==> src/rtl/agent_collision_set_top_assert.svh <==
// ----------------------------------------------------------------------------
// agent_collision_set_top_assert.svh
// Assertion macros for the agent collision set check.
// ----------------------------------------------------------------------------
`ifndef AGENT_COLLISION_SET_TOP_ASSERT_SVH
`define AGENT_COLLISION_SET_TOP_ASSERT_SVH

// Property that must hold at every clock edge outside reset
`define ACS_ASSERT(label, prop, msg) \
  label: assert property (@(posedge clk_i) disable iff (!rst_ni) (prop)) else $error(msg);

// Implication checked in the cycle after its trigger
`define ACS_ASSERT_NEXT(label, trig, prop, msg) \
  label: assert property (@(posedge clk_i) disable iff (!rst_ni) (trig) |=> (prop)) \
    else $error(msg);

`endif

==> src/rtl/acs_pkg.sv <==
// ----------------------------------------------------------------------------
// acs_pkg
// Shared constants and types of the agent collision set check.
// ----------------------------------------------------------------------------
package acs_pkg;

  // Sizing
  localparam int NUM_AGENTS = 16;
  localparam int COORD_BITS = 16;
  localparam int FIELD_W    = 16;
  localparam int MASK_W     = 16;
  localparam int IDX_W      = $clog2(NUM_AGENTS);
  localparam int CNT_W      = $clog2(NUM_AGENTS + 1);

  // Compare pass: inject up to NUM_AGENTS probes, then let them run down the chain
  localparam int PASS_LEN   = 2 * NUM_AGENTS + 1;
  localparam int PASS_W     = $clog2(PASS_LEN);
  localparam logic [PASS_W-1:0] PASS_LAST = PASS_W'(PASS_LEN - 1);

  // One agent's cells, truncated to the compared coordinate bits
  typedef struct packed {
    logic [COORD_BITS-1:0] prev_x;
    logic [COORD_BITS-1:0] prev_y;
    logic [COORD_BITS-1:0] next_x;
    logic [COORD_BITS-1:0] next_y;
  } agent_t;

  // Agent travelling down the chain
  typedef struct packed {
    logic             valid;
    logic [IDX_W-1:0] idx;
    agent_t           agent;
  } probe_t;

  // Per-cell control from the sequencer
  typedef struct packed {
    logic clear;  // start of a compare pass: drop old hits
    logic load;   // store the incoming agent in this cell
  } cell_ctrl_t;

  typedef enum logic {
    ST_LOAD,
    ST_RUN
  } acs_state_e;

endpackage

==> src/rtl/agent_collision_set_top.sv <==
// Input: one agent per transfer cycle while loading; in_ready_o stays low during
// the compare pass that the agent marked last starts, so a new set waits until
// the pass ends. The pass walks every stored agent down the chain of slots.
// Reset: asynchronous, clears the agent count, overflow flag and handshakes.
// ----------------------------------------------------------------------------
// agent_collision_set_top
// Vertex and swap collision check over a set of agents, one slot per agent.
// ----------------------------------------------------------------------------
`include "agent_collision_set_top_assert.svh"

module agent_collision_set_top (
  input  logic                          clk_i,
  input  logic                          rst_ni,
  input  logic                          in_valid_i,
  output logic                          in_ready_o,
  input  logic [acs_pkg::FIELD_W-1:0]   prev_x_i,
  input  logic [acs_pkg::FIELD_W-1:0]   prev_y_i,
  input  logic [acs_pkg::FIELD_W-1:0]   next_x_i,
  input  logic [acs_pkg::FIELD_W-1:0]   next_y_i,
  input  logic                          last_agent_i,
  output logic                          out_valid_o,
  input  logic                          out_ready_i,
  output logic [acs_pkg::MASK_W-1:0]    conflict_mask_o,
  output logic                          overflow_o
);
  import acs_pkg::*;

  acs_state_e        state_q, state_d;
  logic [PASS_W-1:0] pass_cnt_q, pass_cnt_d;
  logic [CNT_W-1:0]  agent_cnt_q, agent_cnt_d;
  logic              ovf_q, ovf_d;
  logic              out_valid_q, out_valid_d;
  logic [MASK_W-1:0] mask_q;
  logic              out_ovf_q;
  logic [MASK_W-1:0] mask_bits;
  logic              in_xfer;
  logic              finish;
  logic              inject;
  agent_t            in_agent;
  agent_t            cell_agent [NUM_AGENTS];
  probe_t            chain      [NUM_AGENTS+1];
  logic [NUM_AGENTS-1:0] cell_hit;

  assign in_ready_o = (state_q == ST_LOAD);
  assign in_xfer    = in_valid_i && in_ready_o;
  assign finish     = (state_q == ST_RUN) && (pass_cnt_q == PASS_LAST) &&
                      (!out_valid_q || out_ready_i);

  assign in_agent.prev_x = COORD_BITS'(prev_x_i);
  assign in_agent.prev_y = COORD_BITS'(prev_y_i);
  assign in_agent.next_x = COORD_BITS'(next_x_i);
  assign in_agent.next_y = COORD_BITS'(next_y_i);

  // Probe injection at the head of the chain, one stored agent per cycle
  assign inject         = (state_q == ST_RUN) && (pass_cnt_q < PASS_W'(agent_cnt_q));
  assign chain[0].valid = inject;
  assign chain[0].idx   = pass_cnt_q[IDX_W-1:0];
  assign chain[0].agent = cell_agent[pass_cnt_q[IDX_W-1:0]];

  // Chain of agent slots
  for (genvar g = 0; g < NUM_AGENTS; g++) begin : g_cell
    cell_ctrl_t ctrl;
    assign ctrl.clear = in_xfer && last_agent_i;
    assign ctrl.load  = in_xfer && (agent_cnt_q == CNT_W'(g));
    acs_cell u_cell (
      .clk_i      (clk_i),
      .rst_ni     (rst_ni),
      .ctrl_i     (ctrl),
      .cell_idx_i (IDX_W'(g)),
      .agent_i    (in_agent),
      .probe_i    (chain[g]),
      .probe_o    (chain[g+1]),
      .agent_o    (cell_agent[g]),
      .hit_o      (cell_hit[g])
    );
  end

  // Result mask: only slots holding an agent of this set count
  for (genvar b = 0; b < MASK_W; b++) begin : g_mask
    if (b < NUM_AGENTS) begin : g_live
      assign mask_bits[b] = cell_hit[b] && (CNT_W'(b) < agent_cnt_q);
    end else begin : g_none
      assign mask_bits[b] = 1'b0;
    end
  end

  // Sequencer
  always_comb begin
    state_d     = state_q;
    pass_cnt_d  = pass_cnt_q;
    agent_cnt_d = agent_cnt_q;
    ovf_d       = ovf_q;
    out_valid_d = out_valid_q && !out_ready_i;
    unique case (state_q)
      ST_LOAD: begin
        if (in_xfer) begin
          if (agent_cnt_q < CNT_W'(NUM_AGENTS)) begin
            agent_cnt_d = agent_cnt_q + 1'b1;
          end else begin
            ovf_d = 1'b1;
          end
          if (last_agent_i) begin
            state_d    = ST_RUN;
            pass_cnt_d = '0;
          end
        end
      end
      ST_RUN: begin
        if (finish) begin
          state_d     = ST_LOAD;
          agent_cnt_d = '0;
          ovf_d       = 1'b0;
          out_valid_d = 1'b1;
        end else if (pass_cnt_q != PASS_LAST) begin
          pass_cnt_d = pass_cnt_q + 1'b1;
        end
      end
      default: begin
        state_d = ST_LOAD;
      end
    endcase
  end

  always_ff @(posedge clk_i or negedge rst_ni) begin
    if (!rst_ni) begin
      state_q     <= ST_LOAD;
      pass_cnt_q  <= '0;
      agent_cnt_q <= '0;
      ovf_q       <= 1'b0;
      out_valid_q <= 1'b0;
    end else begin
      state_q     <= state_d;
      pass_cnt_q  <= pass_cnt_d;
      agent_cnt_q <= agent_cnt_d;
      ovf_q       <= ovf_d;
      out_valid_q <= out_valid_d;
    end
  end

  // Output register
  always_ff @(posedge clk_i) begin
    if (finish) begin
      mask_q    <= mask_bits;
      out_ovf_q <= ovf_q;
    end
  end

  assign out_valid_o     = out_valid_q;
  assign conflict_mask_o = mask_q;
  assign overflow_o      = out_ovf_q;

  // Checks
  `ACS_ASSERT(a_cnt_bound, agent_cnt_q <= CNT_W'(NUM_AGENTS), "agent count above slot count")
  `ACS_ASSERT_NEXT(a_last_starts_pass, in_xfer && last_agent_i,
    state_q == ST_RUN && pass_cnt_q == '0, "last agent did not start the compare pass")
  `ACS_ASSERT(a_result_from_pass, $rose(out_valid_q) |-> $past(state_q == ST_RUN),
    "result raised outside a compare pass")
  `ACS_ASSERT(a_cnt_stable_in_pass,
    (state_q == ST_RUN && $past(state_q == ST_RUN)) |-> $stable(agent_cnt_q),
    "agent count changed during the compare pass")

endmodule

==> src/rtl/acs_cell.sv <==
// ----------------------------------------------------------------------------
// acs_cell
// One agent slot: holds the agent's cells, compares each passing probe
// against them and forwards the probe to the next slot.
// ----------------------------------------------------------------------------
module acs_cell (
  input  logic                     clk_i,
  input  logic                     rst_ni,
  input  acs_pkg::cell_ctrl_t      ctrl_i,
  input  logic [acs_pkg::IDX_W-1:0] cell_idx_i,
  input  acs_pkg::agent_t          agent_i,
  input  acs_pkg::probe_t          probe_i,
  output acs_pkg::probe_t          probe_o,
  output acs_pkg::agent_t          agent_o,
  output logic                     hit_o
);
  import acs_pkg::*;

  agent_t agent_q;
  logic   probe_vld_q;
  logic [IDX_W-1:0] probe_idx_q;
  agent_t probe_agent_q;
  logic   vtx_hit_q, vtx_hit_d;
  logic   swp_hit_q, swp_hit_d;
  logic   swp_found_q, swp_found_d;
  logic   other_agent;
  logic   next_same;
  logic   prev_to_next;
  logic   back_to_prev;

  // Stored agent
  always_ff @(posedge clk_i) begin
    if (ctrl_i.load) begin
      agent_q <= agent_i;
    end
  end

  // Probe stage
  always_ff @(posedge clk_i or negedge rst_ni) begin
    if (!rst_ni) begin
      probe_vld_q <= 1'b0;
    end else begin
      probe_vld_q <= probe_i.valid;
    end
  end

  always_ff @(posedge clk_i) begin
    probe_idx_q   <= probe_i.idx;
    probe_agent_q <= probe_i.agent;
  end

  // Compares against the probe
  assign other_agent  = (probe_idx_q != cell_idx_i);
  assign next_same    = (probe_agent_q.next_x == agent_q.next_x) &&
                        (probe_agent_q.next_y == agent_q.next_y);
  assign prev_to_next = (probe_agent_q.prev_x == agent_q.next_x) &&
                        (probe_agent_q.prev_y == agent_q.next_y);
  assign back_to_prev = (probe_agent_q.next_x == agent_q.prev_x) &&
                        (probe_agent_q.next_y == agent_q.prev_y);

  // Hit accumulation; probes arrive in increasing agent order, so the first
  // probe whose previous cell is our next cell decides the swap case
  always_comb begin
    vtx_hit_d   = vtx_hit_q;
    swp_hit_d   = swp_hit_q;
    swp_found_d = swp_found_q;
    if (ctrl_i.clear) begin
      vtx_hit_d   = 1'b0;
      swp_hit_d   = 1'b0;
      swp_found_d = 1'b0;
    end else if (probe_vld_q) begin
      if (other_agent && next_same) begin
        vtx_hit_d = 1'b1;
      end
      if (!swp_found_q && prev_to_next) begin
        swp_found_d = 1'b1;
        if (other_agent && back_to_prev) begin
          swp_hit_d = 1'b1;
        end
      end
    end
  end

  always_ff @(posedge clk_i or negedge rst_ni) begin
    if (!rst_ni) begin
      vtx_hit_q   <= 1'b0;
      swp_hit_q   <= 1'b0;
      swp_found_q <= 1'b0;
    end else begin
      vtx_hit_q   <= vtx_hit_d;
      swp_hit_q   <= swp_hit_d;
      swp_found_q <= swp_found_d;
    end
  end

  assign probe_o.valid = probe_vld_q;
  assign probe_o.idx   = probe_idx_q;
  assign probe_o.agent = probe_agent_q;
  assign agent_o       = agent_q;
  assign hit_o         = vtx_hit_q | swp_hit_q;

endmodule

==> config.mk <==
export PLATFORM = sky130hd
export DESIGN_NAME = agent_collision_set_top
export DESIGN_NICKNAME = d
export VERILOG_FILES = /design/src/rtl/acs_pkg.sv /design/src/rtl/agent_collision_set_top.sv /design/src/rtl/acs_cell.sv
export VERILOG_INCLUDE_DIRS = /design/src /design/src/rtl
export SDC_FILE = /design/constraint.sdc
export NUM_CORES = 2
export LEC_CHECK = 0
export BUFFER_PORTS_ARGS = -buffer_cell sky130_fd_sc_hd__buf_2
export CAP_MARGIN = 20
export CORE_MARGIN = 2
export CORE_UTILIZATION = 45
export DETAILED_ROUTE_END_ITERATION = 10
export PLACE_DENSITY = 0.69
export REMOVE_ABC_BUFFERS = 1
export SYNTH_ARGS = -nofsm -noshare
export SYNTH_HDL_FRONTEND = slang
export SYNTH_SLANG_ARGS = --single-unit
==> constraint.sdc <==
create_clock -name clk_i -period 8.3 [get_ports clk_i]
set_input_delay 1.66 -clock clk_i [delete_from_list [all_inputs] [get_ports clk_i]]
set_output_delay 1.66 -clock clk_i [all_outputs]
set_load 0.1 [all_outputs]
# Yosys cells after proc, flatten, opt, wreduce, memory -nomap -nowiden
# Index checks and enable logic that the tools add are counted.
[classes] n_addsub=2 magnitude_cmp=19 eq_ne=135 mux=182 n_bitwise=18 n_reduce_logical=270
[op_table] op="== test 16 bit" n=96
[op_table] op="binary-select mux 64 bit (select 4 bit)" n=1
[op_table] op="2-to-1 mux 1 bit" n=168
[op_table] op="logical AND 1 bit" n=134
[op_table] op="2-to-1 mux 64 bit" n=2
[op_table] op="nonzero test 2 bit" n=64
[op_table] op="AND reduction 2 bit" n=32
[op_table] op="AND reduction 3 bit" n=18
[op_table] op="== test 5 x 4 -> 1 bit (second input constant)" n=8
[op_table] op="less-than comparator 4 x 5 -> 1 bit (first input constant)" n=8
[op_table] op="!= test 4 bit (second input constant)" n=8
[op_table] op="2-to-1 mux 6 bit" n=4
[op_table] op="== test 5 x 3 -> 1 bit (second input constant)" n=4
[op_table] op="less-than comparator 3 x 5 -> 1 bit (first input constant)" n=4
[op_table] op="zero test 1 bit" n=18
[op_table] op="!= test 4 x 3 -> 1 bit (second input constant)" n=4
[op_table] op="OR 1 bit" n=16
[op_table] op="2-to-1 mux 5 bit" n=3
[op_table] op="one-hot mux 6 bit (2 select lines)" n=1
[op_table] op="== test 5 x 2 -> 1 bit (second input constant)" n=2
[op_table] op="less-than comparator 1 x 5 -> 1 bit (first input constant)" n=2
[op_table] op="less-than comparator 2 x 5 -> 1 bit (first input constant)" n=2
[op_table] op="!= test 2 x 1 -> 1 bit (second input constant)" n=5
[op_table] op="one-hot mux 5 bit (2 select lines)" n=1
[op_table] op="18 further kinds" n=21
[word_totals] ff_bits=2207 inputBits=69 output_inout_bits=19 word_cells=841

# Depth between registers and ports, before layout
[logic_depth] ltp_word=7 depth_mapped=11 ltp_nobuf=8

# Cells and area by module
# A second synthesis with hierarchy kept.
[hier_totals] cells_unflattened=5197 hier_area_um2=81762.2
[by_module_without_submodules] module="acs_cell" n_inst=16 cells_per_inst=280 area_per_inst_um2=4536.9 seq_area_each_um2=3383.2
[by_module_without_submodules] module="agent_collision_set_top" n_inst=1 cells_per_inst=717 area_per_inst_um2=9172.5 seq_area_each_um2=860.8

# Least setup slack after synthesis
# Ideal clock, no wire load.
[synth_timing] kind="in2reg" from="input in_valid_i" to="register g_cell[13].u_cell.agent_q (netlist bit g_cell[13].u_cell.agent_o[0]) (enable)" setup_time_ns=0.487 arrival_time_ns=5.139 t_required_ns=7.813 setup_slack_ns=2.674 stages=5 n_path_buf=2 cell_sequence="clkbuf_1 > nor2b_1 > clkbuf_1 > nand3_1 > nor2_1"
[synth_rtl] element="from (decl)" line="agent_collision_set_top.sv:14" text="input logic in_valid_i,"
[synth_rtl] element="to (signal assigned)" line="acs_cell.sv:34" text="agent_q <= agent_i;"
[synth_rtl] element="to (decl)" line="acs_cell.sv:19" text="agent_t agent_q;"

==> results_dict.tcl <==
set metrics [dict create \
    antenna_left 0 \
    cts_root_buf "clkbuf_16" \
    synth_compound_area_frac 0.00765 \
    max_freq_mhz 236 \
    drive_gt1_frac 0.153 \
    clk_latency_ns 0.92 \
    ys.warnings.count 0 \
    yosys.area_share.simple 0.0483 \
    grt_max_degree 157 \
    path_cells "buf_2, nor2b_1, nand2_1, nor2_4, buf_4" \
    start_util 0.453 \
    synth_enable_flop_cells 1041 \
    clock_skew_ns 0.0350 \
    cts_max_path_buffers 3 \
    nets 5315 \
    cts.clk_slew.worst_paths_ns 0.06 \
    finalSetupViolCount 0 \
    synthAdderAreaFrac 0.00139 \
    place_area_sq_mm 0.0843 \
    hold_viol 0 \
    place_inst 7368 \
    postSynthCellCount 4965 \
    timing.final.ws_setup_ns 4.06 \
    die_y_um 428 \
    min_period_ns 4.24 \
    cap_violations 0 \
    cp_max_fo 36 \
    io_pins 88 \
    row_count 155 \
    track_usage 0.467 \
    synth_area_sq_mm 0.0809 \
    hold_class "flop to flop" \
    finalWeightedCongestion 1.12 \
    layout_commonest_cell "xnor2_1" \
    wirelength_mm 435 \
    power_mw 39.8 \
    drc_errors 0 \
    post-dp-hpwl_mm 335 \
    muxShareOfSynthArea 0.0893 \
    p_leak_nw 30.3 \
    grt_overflow 0 \
    avgRoutedWirePerCell_um 55.3 \
    crit_start "in_valid_i" \
    slew_headroom 0.0992 \
    grt_pass1_vias 48043 \
    io_buffers 87 \
    critPathCaptureType "flop" \
    layout_common_cells "xnor2_1 (1314), dfxtp_1 (1088), edfxtp_1 (1041)" \
    hp-start "g_cell[14].u_cell.probe_idx_q[0]" \
    via_count 53875 \
    layout.cells.non_filler 7869 \
    firstDrtPassIters 6 \
    synth_top_family_by_area "XOR/XNOR gates" \
    rsz0062_at_grt "no" \
    clock_sinks 2207 \
    p_per_area_mw_per_mm2 433 \
    utilization 0.515 \
    core_sq_mm 0.179 \
    slowest_stage "nor2_4" \
    period_share 0.510 \
    cp.arrival_ns 4.78 \
    max_stage_delay_ns 0.98 \
    cts_max_level 4 \
    ctsResizeCount 0 \
    holdWs_ns 0.341 \
    cts_inserted_buffers 220 \
    drtIter0Drc 12535 \
    grt_pass1_wl_mm 539 \
    worst_slew_pin_slew_ns 1.34 \
    ctsHoldBuffers 0 \
    fp.dieW_um 428 \
    worstPathBufferInverterCount 2 \
    synthFlopType "dfxtp_1" \
    r2r-start "pass_cnt_q[0]" \
    area_growth_pct 13.6 \
    critPathRequiredTime_ns 8.84 \
    setup_tns_ns 0 \
    design_area_sq_mm 0.0919 \
    ys_ff_latch 2207 \
    cts_tree "built" \
    criticalPathCategory "primary input to flop" \
    syn_avg_cell_area_sq_um 16.3 \
    ys_types 47 \
    synthXorXnorAreaFrac 0.166 \
    seq_area_frac_synth 0.680 \
    final-max-slew-violation-count 0 \
    cp-start-kind "primary input" \
    avgViaCountPerCell 6.85 \
    antenna_found_initial 114 \
    dp_slack_ns 3.30 \
    async_flop_share 0.0353 \
    crit_family "simple AND/OR/NAND/NOR gates" \
    ir_drop_mv 0.285 \
    dieArea_sq_mm 0.183 \
    post-cts-setup-buffers 0 \
    status "completed" \
]
## worst reg2reg max path, stage by stage, from the launching register on
cell and delay, ns:
dfrtp_4 1.07, buf_4 0.71, buf_4 0.76, mux4_2 0.80, mux4_2 0.51
## report_power, final
group	leakage (nW)	internal [mW]	switching, mW
Combinational	7.14	4.17	4.63
Sequential	19.5	14.5	6.07
Clock	3.63	5.79	4.61
Total	30.3	24.5	15.3
## area by class of cell
type | count | area (sq um)
tap | 2355 | 2950
sequential | 2207 | 55000
inverter | 19 | 71.3
multi-input combinational | 2651 | 25500
timing repair buffer | 138 | 853
clock inverter | 114 | 1160
antenna | 78 | 195
clock buffer | 307 | 6220
fill | 14611 | 86700
## cell usage after synthesis (6+ instances only)
cell type  instances  area share
a21oi_1           16     0.00099
a31oi_1           26      0.0020
buf_1              7     0.00032
buf_2             10     0.00062
buf_6             21      0.0029
clkbuf_1          45      0.0021
dfrtp_1           78       0.024
dfxtp_1         1088        0.27
edfxtp_1        1041        0.39
ha_1               9      0.0014
inv_1             18     0.00083
mux4_2           320       0.089
nand2_1           42      0.0019
nand3_1           29      0.0018
nand4_1          347       0.027
nand4b_1           6     0.00065
nor2_1            96      0.0045
nor3_1            41      0.0025
nor4_1           109      0.0084
o21ai_0           22      0.0014
xnor2_1         1314        0.14
xor2_1           223       0.024
## sequential cells by signal (all words and copies together), names as in the netlist
name / flops
g_cell.u_cell.swp_found_q: 16
conflict_mask_o: 16
agent_cnt_q: 5
g_cell.u_cell.probe_o: 1024
state_q: 1
g_cell.u_cell.probe_vld_q: 16
out_valid_o: 1
g_cell.u_cell.probe_idx_q: 64
ovf_q: 1
g_cell.u_cell.agent_o: 1024
overflow_o: 1
g_cell.u_cell.swp_hit_q: 16
g_cell.u_cell.vtx_hit_q: 16
pass_cnt_q: 6
## worst paths after layout
kind / depth (start not counted) / slack, ns / to
hold reg to reg: 0 / 0.34 / g_cell[15].u_cell.probe_idx_q[0]
max in group asynchronous: 2 / 6.00 / pass_cnt_q[2]
setup / recovery: 5 / 4.06 / g_cell[4].u_cell.agent_o[34]
hold / removal: 0 / 0.34 / g_cell[15].u_cell.probe_idx_q[0]
setup reg to reg: 4 / 4.34 / g_cell[0].u_cell.probe_o[62]
min in group asynchronous: 1 / 0.79 / g_cell[2].u_cell.swp_found_q
## layer usage
layer / wire, um / GRT usage
met1: 153000 / 0.593
met2: 176000 / 0.639
met3: 69500 / 0.204
met4: 36200 / 0.319
met5: 425 / 0
## cells by family (layout without fill, tap and decap cells)
| family | count (synthesis) | count (layout) |
|---|---|---|
| XOR/XNOR | 1537 | 1537 |
| AND/OR/NAND/NOR | 687 | 687 |
| buffers and inverters | 107 | 578 |
| flip-flops | 2207 | 2207 |
| AO/OA/AOI/OAI | 96 | 96 |
| adder cells (fa/ha/maj) | 9 | 9 |
| other | 0 | 78 |
| multiplexers | 322 | 322 |
Note: power is estimated with default switching activity, not from simulation.
